<file path="src/rtl/rcc_pkg.sv">
package rcc_pkg;

  // Result color codes
  localparam logic [2:0] HUE_NONE   = 3'd0;
  localparam logic [2:0] HUE_RED    = 3'd1;
  localparam logic [2:0] HUE_ORANGE = 3'd2;
  localparam logic [2:0] HUE_YELLOW = 3'd3;
  localparam logic [2:0] HUE_GREEN  = 3'd4;
  localparam logic [2:0] HUE_CYAN   = 3'd5;
  localparam logic [2:0] HUE_BLUE   = 3'd6;
  localparam logic [2:0] HUE_PURPLE = 3'd7;

  // Opcodes
  localparam logic OP_CLASSIFY  = 1'b0;
  localparam logic OP_CALIBRATE = 1'b1;

  // Register indexes
  localparam logic [2:0] REG_WHITE_MIN      = 3'd0;
  localparam logic [2:0] REG_PEAK_MIN       = 3'd1;
  localparam logic [2:0] REG_SATURATION_MIN = 3'd2;
  localparam logic [2:0] REG_STRONG_RISE    = 3'd3;
  localparam logic [2:0] REG_WEAK_RISE      = 3'd4;
  localparam logic [2:0] REG_MILD_FALL      = 3'd5;
  localparam logic [2:0] REG_STRONG_FALL    = 3'd6;

  // Fixed calibration floors
  localparam logic [15:0] CAL_WHITE_FLOOR = 16'd100;
  localparam logic [15:0] CAL_RG_FLOOR    = 16'd30;
  localparam logic [15:0] CAL_B_FLOOR     = 16'd10;

  // Request passed from front to back through the queue
  typedef struct packed {
    logic        opcode;
    logic        early_none;
    logic        cal_valid;
    logic [15:0] red;
    logic [15:0] green;
    logic [15:0] blue;
  } req_t;

  // Threshold set
  typedef struct packed {
    logic [17:0] saturation_min;
    logic [15:0] strong_rise;
    logic [15:0] weak_rise;
    logic [15:0] mild_fall;
    logic [15:0] strong_fall;
  } thr_t;

endpackage

</file>
<file path="src/rtl/rcc_front.sv">
module rcc_front (
  input  logic                clk,
  input  logic                rst,
  input  logic                in_valid,
  output logic                in_ready,
  input  logic                opcode,
  input  logic [15:0]         red,
  input  logic [15:0]         green,
  input  logic [15:0]         blue,
  input  logic [15:0]         white,
  input  logic [15:0]         white_min,
  input  logic [15:0]         peak_min,
  output logic                q_valid,
  input  logic                q_ready,
  output rcc_pkg::req_t       q_req
);

  logic [15:0] peak;
  logic        full;

  // Peak channel value for the dark check
  always_comb begin
    peak = (red > green) ? red : green;
    if (blue > peak) peak = blue;
  end

  assign in_ready = !full || q_ready;
  assign q_valid  = full;

  // Hold one request
  always_ff @(posedge clk) begin
    if (rst) begin
      full <= 1'b0;
    end else if (in_ready) begin
      full <= in_valid;
    end
  end

  always_ff @(posedge clk) begin
    if (in_valid && in_ready) begin
      q_req.opcode     <= opcode;
      q_req.early_none <= (white < white_min) || (peak < peak_min);
      q_req.cal_valid  <= (white > rcc_pkg::CAL_WHITE_FLOOR) &&
                          (red > rcc_pkg::CAL_RG_FLOOR) &&
                          (green > rcc_pkg::CAL_RG_FLOOR) &&
                          (blue > rcc_pkg::CAL_B_FLOOR);
      q_req.red        <= red;
      q_req.green      <= green;
      q_req.blue       <= blue;
    end
  end

endmodule

</file>
<file path="src/rtl/rcc_queue.sv">
module rcc_queue #(
  parameter int DEPTH = 2
) (
  input  logic          clk,
  input  logic          rst,
  input  logic          wr_valid,
  output logic          wr_ready,
  input  rcc_pkg::req_t wr_req,
  output logic          rd_valid,
  input  logic          rd_ready,
  output rcc_pkg::req_t rd_req
);

  localparam int AW = (DEPTH > 1) ? $clog2(DEPTH) : 1;

  rcc_pkg::req_t    slots [DEPTH];
  logic [AW-1:0]    wp;
  logic [AW-1:0]    rp;
  logic [AW:0]      count;
  logic             do_wr;
  logic             do_rd;

  assign wr_ready = (count != (AW+1)'(DEPTH));
  assign rd_valid = (count != '0);
  assign rd_req   = slots[rp];
  assign do_wr    = wr_valid && wr_ready;
  assign do_rd    = rd_valid && rd_ready;

  // Advance pointers and count
  always_ff @(posedge clk) begin
    if (rst) begin
      wp    <= '0;
      rp    <= '0;
      count <= '0;
    end else begin
      if (do_wr) wp <= (wp == AW'(DEPTH - 1)) ? '0 : wp + 1'b1;
      if (do_rd) rp <= (rp == AW'(DEPTH - 1)) ? '0 : rp + 1'b1;
      count <= count + (AW+1)'(do_wr) - (AW+1)'(do_rd);
    end
  end

  always_ff @(posedge clk) begin
    if (do_wr) slots[wp] <= wr_req;
  end

endmodule

</file>
<file path="src/rtl/rcc_divider.sv">
module rcc_divider #(
  parameter int NW = 40,
  parameter int DW = 20
) (
  input  logic          clk,
  input  logic          rst,
  input  logic          start,
  input  logic [NW-1:0] num,
  input  logic [DW-1:0] den,
  output logic          done,
  output logic [NW-1:0] quo
);

  localparam int CW = $clog2(NW + 1);

  logic [NW-1:0] q;
  logic [DW:0]   rem;
  logic [CW-1:0] cnt;
  logic          busy;
  logic [DW:0]   trial;

  // One quotient bit per cycle, restoring
  assign trial = {rem[DW-1:0], q[NW-1]} - {1'b0, den};
  assign quo   = q;

  always_ff @(posedge clk) begin
    if (rst) begin
      busy <= 1'b0;
      done <= 1'b0;
      cnt  <= '0;
    end else begin
      done <= 1'b0;
      if (start) begin
        busy <= 1'b1;
        cnt  <= CW'(NW);
      end else if (busy) begin
        cnt <= cnt - 1'b1;
        if (cnt == CW'(1)) begin
          busy <= 1'b0;
          done <= 1'b1;
        end
      end
    end
  end

  always_ff @(posedge clk) begin
    if (start) begin
      q   <= num;
      rem <= '0;
    end else if (busy) begin
      if (!trial[DW]) begin
        rem <= trial;
        q   <= {q[NW-2:0], 1'b1};
      end else begin
        rem <= {rem[DW-1:0], q[NW-1]};
        q   <= {q[NW-2:0], 1'b0};
      end
    end
  end

endmodule

</file>
<file path="src/rtl/rcc_back.sv">
module rcc_back #(
  parameter int CAL_SAMPLES     = 8,
  parameter int MIN_VALID       = 3,
  parameter int SHARE_FRAC_BITS = 16
) (
  input  logic          clk,
  input  logic          rst,
  input  logic          q_valid,
  output logic          q_ready,
  input  rcc_pkg::req_t q_req,
  input  rcc_pkg::thr_t thr,
  output logic          out_valid,
  input  logic          out_ready,
  output logic [2:0]    color,
  output logic          baseline_calibrated,
  output logic          calibration_done
);

  localparam int SW  = SHARE_FRAC_BITS + 1;
  localparam int CNW = $clog2(CAL_SAMPLES + 1);
  localparam int ACW = SW + CNW;
  localparam int NW  = ACW + SHARE_FRAC_BITS;
  localparam int DW  = 18;
  localparam int DVW = (ACW > DW) ? ACW : DW;
  localparam int NUM = (NW > 16 + SHARE_FRAC_BITS) ? NW : 16 + SHARE_FRAC_BITS;
  localparam logic [SW-1:0] BASE_R =
    SW'(((64'd40 << SHARE_FRAC_BITS) + 64'd50) / 64'd100);
  localparam logic [SW-1:0] BASE_G =
    SW'(((64'd39 << SHARE_FRAC_BITS) + 64'd50) / 64'd100);
  localparam logic [SW-1:0] BASE_B =
    SW'(((64'd21 << SHARE_FRAC_BITS) + 64'd50) / 64'd100);
  localparam int DVX = SW + 2;

  typedef enum logic [5:0] {
    S_IDLE   = 6'b000001,
    S_DIV    = 6'b000010,
    S_DEV    = 6'b000100,
    S_DECIDE = 6'b001000,
    S_MEAN   = 6'b010000,
    S_OUT    = 6'b100000
  } state_t;

  state_t         state;
  rcc_pkg::req_t  req;
  logic [1:0]     ch;
  logic [SW-1:0]  share [3];
  logic [SW-1:0]  base  [3];
  logic [ACW-1:0] acc   [3];
  logic [CNW-1:0] sample_index;
  logic [CNW-1:0] valid_samples;
  logic           calibrated_flag;
  logic           launch;
  logic           div_start;
  logic           div_done;
  logic [NUM-1:0] div_num;
  logic [DVW-1:0] div_den;
  logic [NUM-1:0] div_quo;
  logic           mean_mode;
  logic [17:0]    total;
  logic signed [DVX-1:0] dev [3];
  logic [DVX+1:0] sat;
  logic [2:0]     cres;

  assign total = 18'(req.red) + 18'(req.green) + 18'(req.blue);

  // Dividend and divisor for the shared serial divider
  always_comb begin
    logic [15:0] x;
    case (ch)
      2'd0:    x = req.red;
      2'd1:    x = req.green;
      default: x = req.blue;
    endcase
    if (mean_mode) begin
      div_num = NUM'(acc[ch]);
      div_den = DVW'(valid_samples);
    end else begin
      div_num = NUM'({x, {SHARE_FRAC_BITS{1'b0}}});
      div_den = DVW'(total);
    end
  end

  rcc_divider #(.NW(NUM), .DW(DVW)) u_div (
    .clk   (clk),
    .rst   (rst),
    .start (div_start),
    .num   (div_num),
    .den   (div_den),
    .done  (div_done),
    .quo   (div_quo)
  );

  // Threshold tree over registered deviations
  always_comb begin
    logic signed [DVX-1:0] rd, gd, bd, mx, mn;
    logic signed [DVX-1:0] sr, wr, mf, sf;
    rd = dev[0];
    gd = dev[1];
    bd = dev[2];
    sr = DVX'($signed({1'b0, thr.strong_rise}));
    wr = DVX'($signed({1'b0, thr.weak_rise}));
    mf = -DVX'($signed({1'b0, thr.mild_fall}));
    sf = -DVX'($signed({1'b0, thr.strong_fall}));
    mx = (rd > gd) ? rd : gd;
    if (bd > mx) mx = bd;
    mn = (rd < gd) ? rd : gd;
    if (bd < mn) mn = bd;
    if (req.early_none || (sat < (DVX+2)'(thr.saturation_min))) begin
      cres = rcc_pkg::HUE_NONE;
    end else if (rd == mx && rd > sr) begin
      if (bd > sr) cres = rcc_pkg::HUE_PURPLE;
      else if (gd > wr) cres = rcc_pkg::HUE_YELLOW;
      else if (gd > mf) cres = rcc_pkg::HUE_ORANGE;
      else cres = rcc_pkg::HUE_RED;
    end else if (gd == mx && gd > sr) begin
      if (bd > wr) cres = rcc_pkg::HUE_CYAN;
      else if (rd > wr) cres = rcc_pkg::HUE_YELLOW;
      else cres = rcc_pkg::HUE_GREEN;
    end else if (bd == mx && bd > sr) begin
      if (rd > wr) cres = rcc_pkg::HUE_PURPLE;
      else if (gd > wr) cres = rcc_pkg::HUE_CYAN;
      else cres = rcc_pkg::HUE_BLUE;
    end else if (bd == mn && bd < sf) begin
      if (rd > gd && rd > wr) cres = rcc_pkg::HUE_ORANGE;
      else if (gd > rd && gd > wr) cres = rcc_pkg::HUE_GREEN;
      else if (rd > 0 && gd > 0) cres = rcc_pkg::HUE_YELLOW;
      else cres = rcc_pkg::HUE_ORANGE;
    end else if (gd == mn && gd < sf) begin
      if (rd > bd) cres = rcc_pkg::HUE_RED;
      else if (bd > rd) cres = rcc_pkg::HUE_BLUE;
      else cres = rcc_pkg::HUE_PURPLE;
    end else if (rd == mn && rd < sf) begin
      if (gd > bd) cres = rcc_pkg::HUE_GREEN;
      else if (bd > gd) cres = rcc_pkg::HUE_BLUE;
      else cres = rcc_pkg::HUE_CYAN;
    end else begin
      cres = rcc_pkg::HUE_NONE;
    end
  end

  assign q_ready             = (state == S_IDLE);
  assign out_valid           = (state == S_OUT);
  assign baseline_calibrated = calibrated_flag;
  assign div_start           = launch;

  // Launch each division when its request and channel have been registered
  always_ff @(posedge clk) begin
    if (rst) begin
      launch <= 1'b0;
    end else begin
      launch <= (state == S_IDLE && q_valid &&
                 (q_req.opcode == rcc_pkg::OP_CLASSIFY || q_req.cal_valid))
             || (state == S_DIV && div_done && ch != 2'd2)
             || (state == S_MEAN && div_done && ch != 2'd2)
             || (state == S_DEV && mean_mode);
    end
  end

  // Steps: three share divisions, deviation or sums, decision, run mean, result
  always_ff @(posedge clk) begin
    if (rst) begin
      state           <= S_IDLE;
      ch              <= 2'd0;
      mean_mode       <= 1'b0;
      sample_index    <= '0;
      valid_samples   <= '0;
      calibrated_flag <= 1'b0;
      calibration_done <= 1'b0;
      color           <= rcc_pkg::HUE_NONE;
      base[0]         <= BASE_R;
      base[1]         <= BASE_G;
      base[2]         <= BASE_B;
      for (int i = 0; i < 3; i++) acc[i] <= '0;
    end else begin
      case (state)
        S_IDLE: begin
          if (q_valid) begin
            req       <= q_req;
            ch        <= 2'd0;
            mean_mode <= 1'b0;
            if (q_req.opcode == rcc_pkg::OP_CLASSIFY || q_req.cal_valid) begin
              state <= S_DIV;
            end else begin
              state <= S_DECIDE;
            end
          end
        end
        S_DIV: begin
          if (div_done) begin
            share[ch] <= (total == '0) ? '0 : SW'(div_quo);
            if (ch == 2'd2) state <= S_DEV;
            else ch <= ch + 1'b1;
          end
        end
        S_DEV: begin
          if (mean_mode) begin
            state <= S_MEAN;
          end else if (req.opcode == rcc_pkg::OP_CLASSIFY) begin
            for (int i = 0; i < 3; i++) begin
              dev[i] <= DVX'($signed({1'b0, share[i]})) - DVX'($signed({1'b0, base[i]}));
            end
            state <= S_DECIDE;
          end else begin
            for (int i = 0; i < 3; i++) acc[i] <= acc[i] + ACW'(share[i]);
            valid_samples <= valid_samples + 1'b1;
            state <= S_DECIDE;
          end
          ch <= 2'd0;
        end
        S_DECIDE: begin
          if (req.opcode == rcc_pkg::OP_CLASSIFY) begin
            color            <= cres;
            calibration_done <= 1'b0;
            state            <= S_OUT;
          end else begin
            color <= rcc_pkg::HUE_NONE;
            if (sample_index == CNW'(CAL_SAMPLES - 1)) begin
              calibration_done <= 1'b1;
              sample_index     <= '0;
              if (valid_samples >= CNW'(MIN_VALID) && valid_samples != '0) begin
                mean_mode <= 1'b1;
                ch        <= 2'd0;
                state     <= S_DEV;
              end else begin
                for (int i = 0; i < 3; i++) acc[i] <= '0;
                valid_samples <= '0;
                state         <= S_OUT;
              end
            end else begin
              sample_index     <= sample_index + 1'b1;
              calibration_done <= 1'b0;
              state            <= S_OUT;
            end
          end
        end
        S_MEAN: begin
          if (div_done) begin
            base[ch] <= SW'(div_quo);
            if (ch == 2'd2) begin
              calibrated_flag <= 1'b1;
              for (int i = 0; i < 3; i++) acc[i] <= '0;
              valid_samples <= '0;
              mean_mode     <= 1'b0;
              state         <= S_OUT;
            end else begin
              ch <= ch + 1'b1;
            end
          end
        end
        S_OUT: begin
          if (out_ready) state <= S_IDLE;
        end
        default: state <= S_IDLE;
      endcase
    end
  end

  // Summed absolute deviation
  always_comb begin
    sat = '0;
    for (int i = 0; i < 3; i++) begin
      sat = sat + (dev[i][DVX-1] ? (DVX+2)'(-dev[i]) : (DVX+2)'(dev[i]));
    end
  end

endmodule

</file>
<file path="src/rtl/rgb_color_classifier_baseline_unit.sv">
// Each request takes three share divisions on the shared one-bit-per-cycle divider,
// 2 x SHARE_FRAC_BITS + 5 bits wide for eight-sample runs; an invalid calibration sample
// skips them, and a baseline-replacing run end adds three mean divisions. The back end
// takes a new request only after the last result is accepted; the front end and queue
// hold up to three more requests meanwhile.
// Reset (rst, synchronous, active high) restores thresholds, baseline and calibration.
module rgb_color_classifier_baseline_unit #(
  parameter int CAL_SAMPLES     = 8,
  parameter int MIN_VALID       = 3,
  parameter int SHARE_FRAC_BITS = 16
) (
  input  logic        clk,
  input  logic        rst,
  input  logic        s_tvalid,
  output logic        s_tready,
  // tdata: red[15:0], green[31:16], blue[47:32], white[63:48]
  input  logic [63:0] s_tdata,
  // tuser: opcode
  input  logic        s_tuser,
  output logic        m_tvalid,
  input  logic        m_tready,
  // tdata: color[2:0], baseline_calibrated[3], calibration_done[4], zero fill
  output logic [7:0]  m_tdata,
  input  logic        cfg_we,
  input  logic [2:0]  cfg_index,
  input  logic [17:0] cfg_data
);

  rcc_pkg::thr_t thr;
  logic [15:0]   white_min;
  logic [15:0]   peak_min;
  logic          f_valid, f_ready, b_valid, b_ready;
  rcc_pkg::req_t f_req, b_req;
  logic [2:0]    color;
  logic          cal_flag, cal_done;

  // Configuration writes
  always_ff @(posedge clk) begin
    if (rst) begin
      white_min          <= 16'd100;
      peak_min           <= 16'd30;
      thr.saturation_min <= 18'd1638;
      thr.strong_rise    <= 16'd328;
      thr.weak_rise      <= 16'd197;
      thr.mild_fall      <= 16'd655;
      thr.strong_fall    <= 16'd524;
    end else if (cfg_we) begin
      case (cfg_index)
        rcc_pkg::REG_WHITE_MIN:      white_min          <= cfg_data[15:0];
        rcc_pkg::REG_PEAK_MIN:       peak_min           <= cfg_data[15:0];
        rcc_pkg::REG_SATURATION_MIN: thr.saturation_min <= cfg_data;
        rcc_pkg::REG_STRONG_RISE:    thr.strong_rise    <= cfg_data[15:0];
        rcc_pkg::REG_WEAK_RISE:      thr.weak_rise      <= cfg_data[15:0];
        rcc_pkg::REG_MILD_FALL:      thr.mild_fall      <= cfg_data[15:0];
        rcc_pkg::REG_STRONG_FALL:    thr.strong_fall    <= cfg_data[15:0];
        default: ;
      endcase
    end
  end

  rcc_front u_front (
    .clk       (clk),
    .rst       (rst),
    .in_valid  (s_tvalid),
    .in_ready  (s_tready),
    .opcode    (s_tuser),
    .red       (s_tdata[15:0]),
    .green     (s_tdata[31:16]),
    .blue      (s_tdata[47:32]),
    .white     (s_tdata[63:48]),
    .white_min (white_min),
    .peak_min  (peak_min),
    .q_valid   (f_valid),
    .q_ready   (f_ready),
    .q_req     (f_req)
  );

  rcc_queue #(.DEPTH(2)) u_queue (
    .clk      (clk),
    .rst      (rst),
    .wr_valid (f_valid),
    .wr_ready (f_ready),
    .wr_req   (f_req),
    .rd_valid (b_valid),
    .rd_ready (b_ready),
    .rd_req   (b_req)
  );

  rcc_back #(
    .CAL_SAMPLES     (CAL_SAMPLES),
    .MIN_VALID       (MIN_VALID),
    .SHARE_FRAC_BITS (SHARE_FRAC_BITS)
  ) u_back (
    .clk                 (clk),
    .rst                 (rst),
    .q_valid             (b_valid),
    .q_ready             (b_ready),
    .q_req               (b_req),
    .thr                 (thr),
    .out_valid           (m_tvalid),
    .out_ready           (m_tready),
    .color               (color),
    .baseline_calibrated (cal_flag),
    .calibration_done    (cal_done)
  );

  assign m_tdata = {3'b000, cal_done, cal_flag, color};

endmodule

</file>
<file path="config.mk">
export PLATFORM = sky130hd
export DESIGN_NAME = rgb_color_classifier_baseline_unit
export DESIGN_NICKNAME = d
export VERILOG_FILES = /design/src/rtl/rcc_pkg.sv /design/src/rtl/rcc_front.sv /design/src/rtl/rcc_queue.sv /design/src/rtl/rcc_divider.sv /design/src/rtl/rcc_back.sv /design/src/rtl/rgb_color_classifier_baseline_unit.sv
export SDC_FILE = /design/constraint.sdc
export NUM_CORES = 2
export LEC_CHECK = 0
export ABC_CLOCK_PERIOD_IN_PS = 13200
export BUFFER_PORTS_ARGS = -buffer_cell sky130_fd_sc_hd__buf_2
export CAP_MARGIN = 20
export CORE_UTILIZATION = 50
export DETAILED_ROUTE_END_ITERATION = 16
export GPL_TIMING_DRIVEN = 0
export PLACE_DENSITY = 0.72
export RECOVER_POWER = 25
export SLEW_MARGIN = 10
export SYNTH_ARGS = -nofsm -noshare
export SYNTH_HDL_FRONTEND = slang
export SYNTH_HIERARCHICAL = 1
export SYNTH_SLANG_ARGS = --single-unit
</file>
<file path="constraint.sdc">
create_clock -name clk -period 13.2 [get_ports clk]
set_input_delay 0.66 -clock clk [delete_from_list [all_inputs] [get_ports clk]]
set_output_delay 0.66 -clock clk [all_outputs]
set_load 0.05 [all_outputs]
</file>
==> flow_summary.ini <==
[worst_setup_path]
crit_required_ns = 13.61
end_kind = flip-flop
r2r-start = u_back/dev[0][16]$_DFFE_PP_
crit_start = u_back/dev[0][16]$_DFFE_PP_
critPathLaunchType = flip-flop
arrival_ns = 10.58
slowest_delay_ns = 1.02
cp_max_fo = 10
r2r_slack_ns = 3.03
crit_top_cell = clkbuf_1
cp_slowest_cell = clkinv_1
crit_type = flip-flop to flip-flop

[detailed_routing]
drt-total-wl_mm = 150
ant_nets = 0
wl_met3_mm = 13.9
vias = 37900
drt-met1-wl_mm = 60.6
wl_met2_mm = 67.6
drc = 0
drt_pass1_iterations = 6
wire_per_inst_um = 24.4
routed.top_layer = met5
vias_per_cell = 6.16
drtIter0Drc = 3864

[grt]
grt_pass1_wl_mm = 223
grt_start_max_net_pins = 48
antenna_found_initial = 6
track_usage_pct = 31.6
overflow = 0
grt_pass1_vias = 36700

[timing]
finalSetupViolations = 0
period_share_pct = 77.0
tns_ns = 0
layout_setup_ws_ns = 3.03
finalHoldViolCount = 0
fin_crit_ns = 10.17
slew_headroom_pct = -8.29
worst_pin_slew_ns = 1.62
slew_violations = 53
rsz0062_at_grt = false
skew_ns = 0.0284
timing.fmax_mhz = 98.4

[pwr]
switchingPower_w = 0.00242
p_clk_share_pct = 28.4
power_frac_comb_pct = 35.5
p_per_area_nw_per_um2 = 141
sw_frac_of_total_pct = 34.1
power_leakage_nw = 20.9
power_frac_seq_pct = 36.0
internal_power_w = 0.00467
ir_drop_v = 0.000151

[hold_path]
min_from = s_tuser
worstHoldPathType = input pin to flip-flop

[floorplanning]
fp.dieW_um = 305
chipHeight_um = 305
start_util_pct = 50.7
die_area_um2 = 92800
fp.coreArea_um2 = 90300
pin_count = 101
num_rows = 110

[run_status]
status = finished, violations left
violations = max-capacitance violations, max-slew violations

[place]
gp_congestion = 1.05
port_buffers = 97
dp_hpwl_mm = 113
place_ws_ns = 3.67

[yosys]
synthTopCellsByArea = edfxtp_1 30%, ha_1 14%, dfxtp_1 7.6%, mux2i_1 4.4%, nor2_1 3.7%
ys_seq_area_share_pct = 37.7
synth.largest_area_cell = edfxtp_1
syn_area_um2 = 45800
yosysTopAreaCellShare_pct = 30.1
synth_cells = 4723
yosys_register_bits = 633
synth_cell_types = 113
synth_edf_count = 459
yosysWarnings = 6
ys.flop_type = edfxtp_1
syn_avg_cell_area_um2 = 9.69
synthArstFlopShare_pct = 0

[finish]
area_delta_synth_final_pct = 9.90
finalNetCount = 5567
layout-drive-gt1-share_pct = 7.50

[flow_run]
drv_cap = 2

[clocking]
clk_latency_ns = 0.62
cts_buffers = 68
cts_hold_buffers = 0
postCtsResizedCells = 0
htreeDepth = 3
cts_buffer_depth = 3
cts_tree = done
cts_root_buf = clkbuf_16
cts.reportedPaths.clkPinSlew_ns = 0.06
clock_sinks = 633
cts_setup_buffers = 0
-- power by group through the flow --
stage | Sequential, W | Clock, W | Combinational (W)
2_1_floorplan | 0.00253 | 0 | 0.00193
5_1_grt | 0.00257 | 0.00212 | 0.00278
4_1_cts | 0.00255 | 0.00205 | 0.00250
3_5_place_dp | 0.00259 | 0 | 0.00248
6_report | 0.00255 | 0.00202 | 0.00252
3_3_place_gp | 0.00260 | 0 | 0.00241
-- cell usage in the layout (no fill, tap or decap), types with 23 or more instances in the layout --
| cell type | netlist | routed |
|---|---|---|
| buf_2 | 23 | 65 |
| dfxtp_1 | 174 | 174 |
| nand4_1 | 68 | 68 |
| and2_1 | 39 | 38 |
| nor2_1 | 455 | 455 |
| clkbuf_16 | 0 | 71 |
| a31oi_1 | 28 | 28 |
| ha_1 | 525 | 525 |
| nand2_1 | 246 | 245 |
| nand3_1 | 101 | 101 |
| mux2_2 | 94 | 91 |
| clkbuf_1 | 114 | 183 |
| o21a_1 | 35 | 35 |
| a21o_1 | 89 | 89 |
| a211oi_1 | 59 | 59 |
| fa_1 | 30 | 30 |
| a21boi_0 | 30 | 30 |
| o21ai_0 | 188 | 187 |
| xor2_1 | 80 | 80 |
| xnor2_1 | 133 | 133 |
| nand2b_1 | 209 | 208 |
| edfxtp_1 | 459 | 459 |
| inv_1 | 354 | 354 |
| o31ai_1 | 23 | 23 |
| a21oi_1 | 278 | 278 |
| nor3_1 | 113 | 113 |
| mux2i_1 | 201 | 201 |
| o211ai_1 | 36 | 36 |
| nor4_1 | 42 | 41 |
| nor2b_1 | 89 | 89 |
-- routing by layer --
metal,GRT usage (%),up-vias
li1,-,17600
met1,40.0,18200
met2,51.3,1747
met3,7.20,452
met4,14.8,4
met5,0,-
-- worst max-delay path: cells and delay by family (launching register included) --
kind | cells | cell delay (ns)
AO/OA/AOI/OAI | 8 | 2.27
flip-flops | 1 | 0.36
buffers and inverters | 6 | 3.67
AND/OR/NAND/NOR | 9 | 2.62
adder cells (fa/ha/maj) | 2 | 1.03
-- sequential cells by signal, summed over array words and instances, names as in the netlist, 4 cells and up, named ones only --
signal                flops
u_queue/slots           102
thr                      82
u_back/acc               63
u_back/dev               54
u_back/base              51
u_back/share             51
u_front/q_req            51
u_back/req               50
u_back/u_div/quo         37
u_back/u_div/rem         21
peak_min                 16
white_min                16
u_back/state              6
u_back/u_div/cnt          6
u_back/sample_index       4
u_back/valid_samples      4
-- Yosys cell counts, types with 14 or more instances --
master,n
nor2_1,455
a21boi_0,30
edfxtp_1,459
mux2_2,94
nand4_1,68
or3_1,19
a21oi_1,278
mux2i_1,201
nor3_1,113
a22oi_1,15
a2111oi_0,18
dfxtp_1,174
a21o_1,89
nor2b_1,89
a211o_1,18
xnor2_1,133
clkbuf_1,114
o21a_1,35
ha_1,525
fa_1,30
inv_1,354
o31ai_1,23
nor4_1,42
o31a_1,15
nand2_1,246
nand2b_1,209
and2_1,39
xor2_1,80
and3_1,23
a211oi_1,59
or2_2,14
a31oi_1,28
o2111ai_1,16
a21oi_2,15
o21ai_0,188
buf_2,23
nand3_1,101
o211ai_1,36
-- stage by stage --
stage	hold WS [ns]	instance area, um2	power (W)	util (%)	cells
global placement	0.423	47800	0.00500	52.9	6010
finish	0.238	50300	0.00709	55.7	6155
global route	0.207	50300	0.00747	55.7	6149
CTS	0.202	50400	0.00710	55.8	6147
detailed placement	0.429	48000	0.00507	53.2	6025
floorplan	0.421	45800	0.00446	-	4737
-- cells by family (layout without fill, tap and decap cells) --
group / after synthesis / in the layout / synth area share (%)
other cells: 3 / 23 / 0.0246
flops: 633 / 633 / 37.7
buf+inv: 524 / 760 / 4.58
fa+ha+maj: 555 / 555 / 15.7
compound gates: 995 / 995 / 14.5
mux: 298 / 298 / 6.79
simple gates: 1501 / 1501 / 16.6
xor+xnor: 214 / 214 / 4.13
-- area by class of cell --
type / count / area, um2
Sequential cell: 633 / 17300
Clock buffer: 83 / 1840
Inverter: 358 / 1340
Timing Repair Buffer: 114 / 637
Antenna cell: 6 / 15.0
Fill cell: 7975 / 40000
Tap cell: 1176 / 1470
Multi-Input combinational cell: 3580 / 26500
Clock inverter: 39 / 502
Buffer: 166 / 744
-- worst paths after layout --
kind / endpoint / cells past startpoint
hold / removal: u_front/q_req[50]$_DFFE_PP_ / 1
setup reg to reg: u_back/color[2]$_SDFFE_PP0P_ / 25
setup / recovery: u_back/color[2]$_SDFFE_PP0P_ / 25
hold reg to reg: u_queue/slots[0][28]$_DFFE_PP_ / 0
No activity file was read; power rests on OpenSTA's default activity.
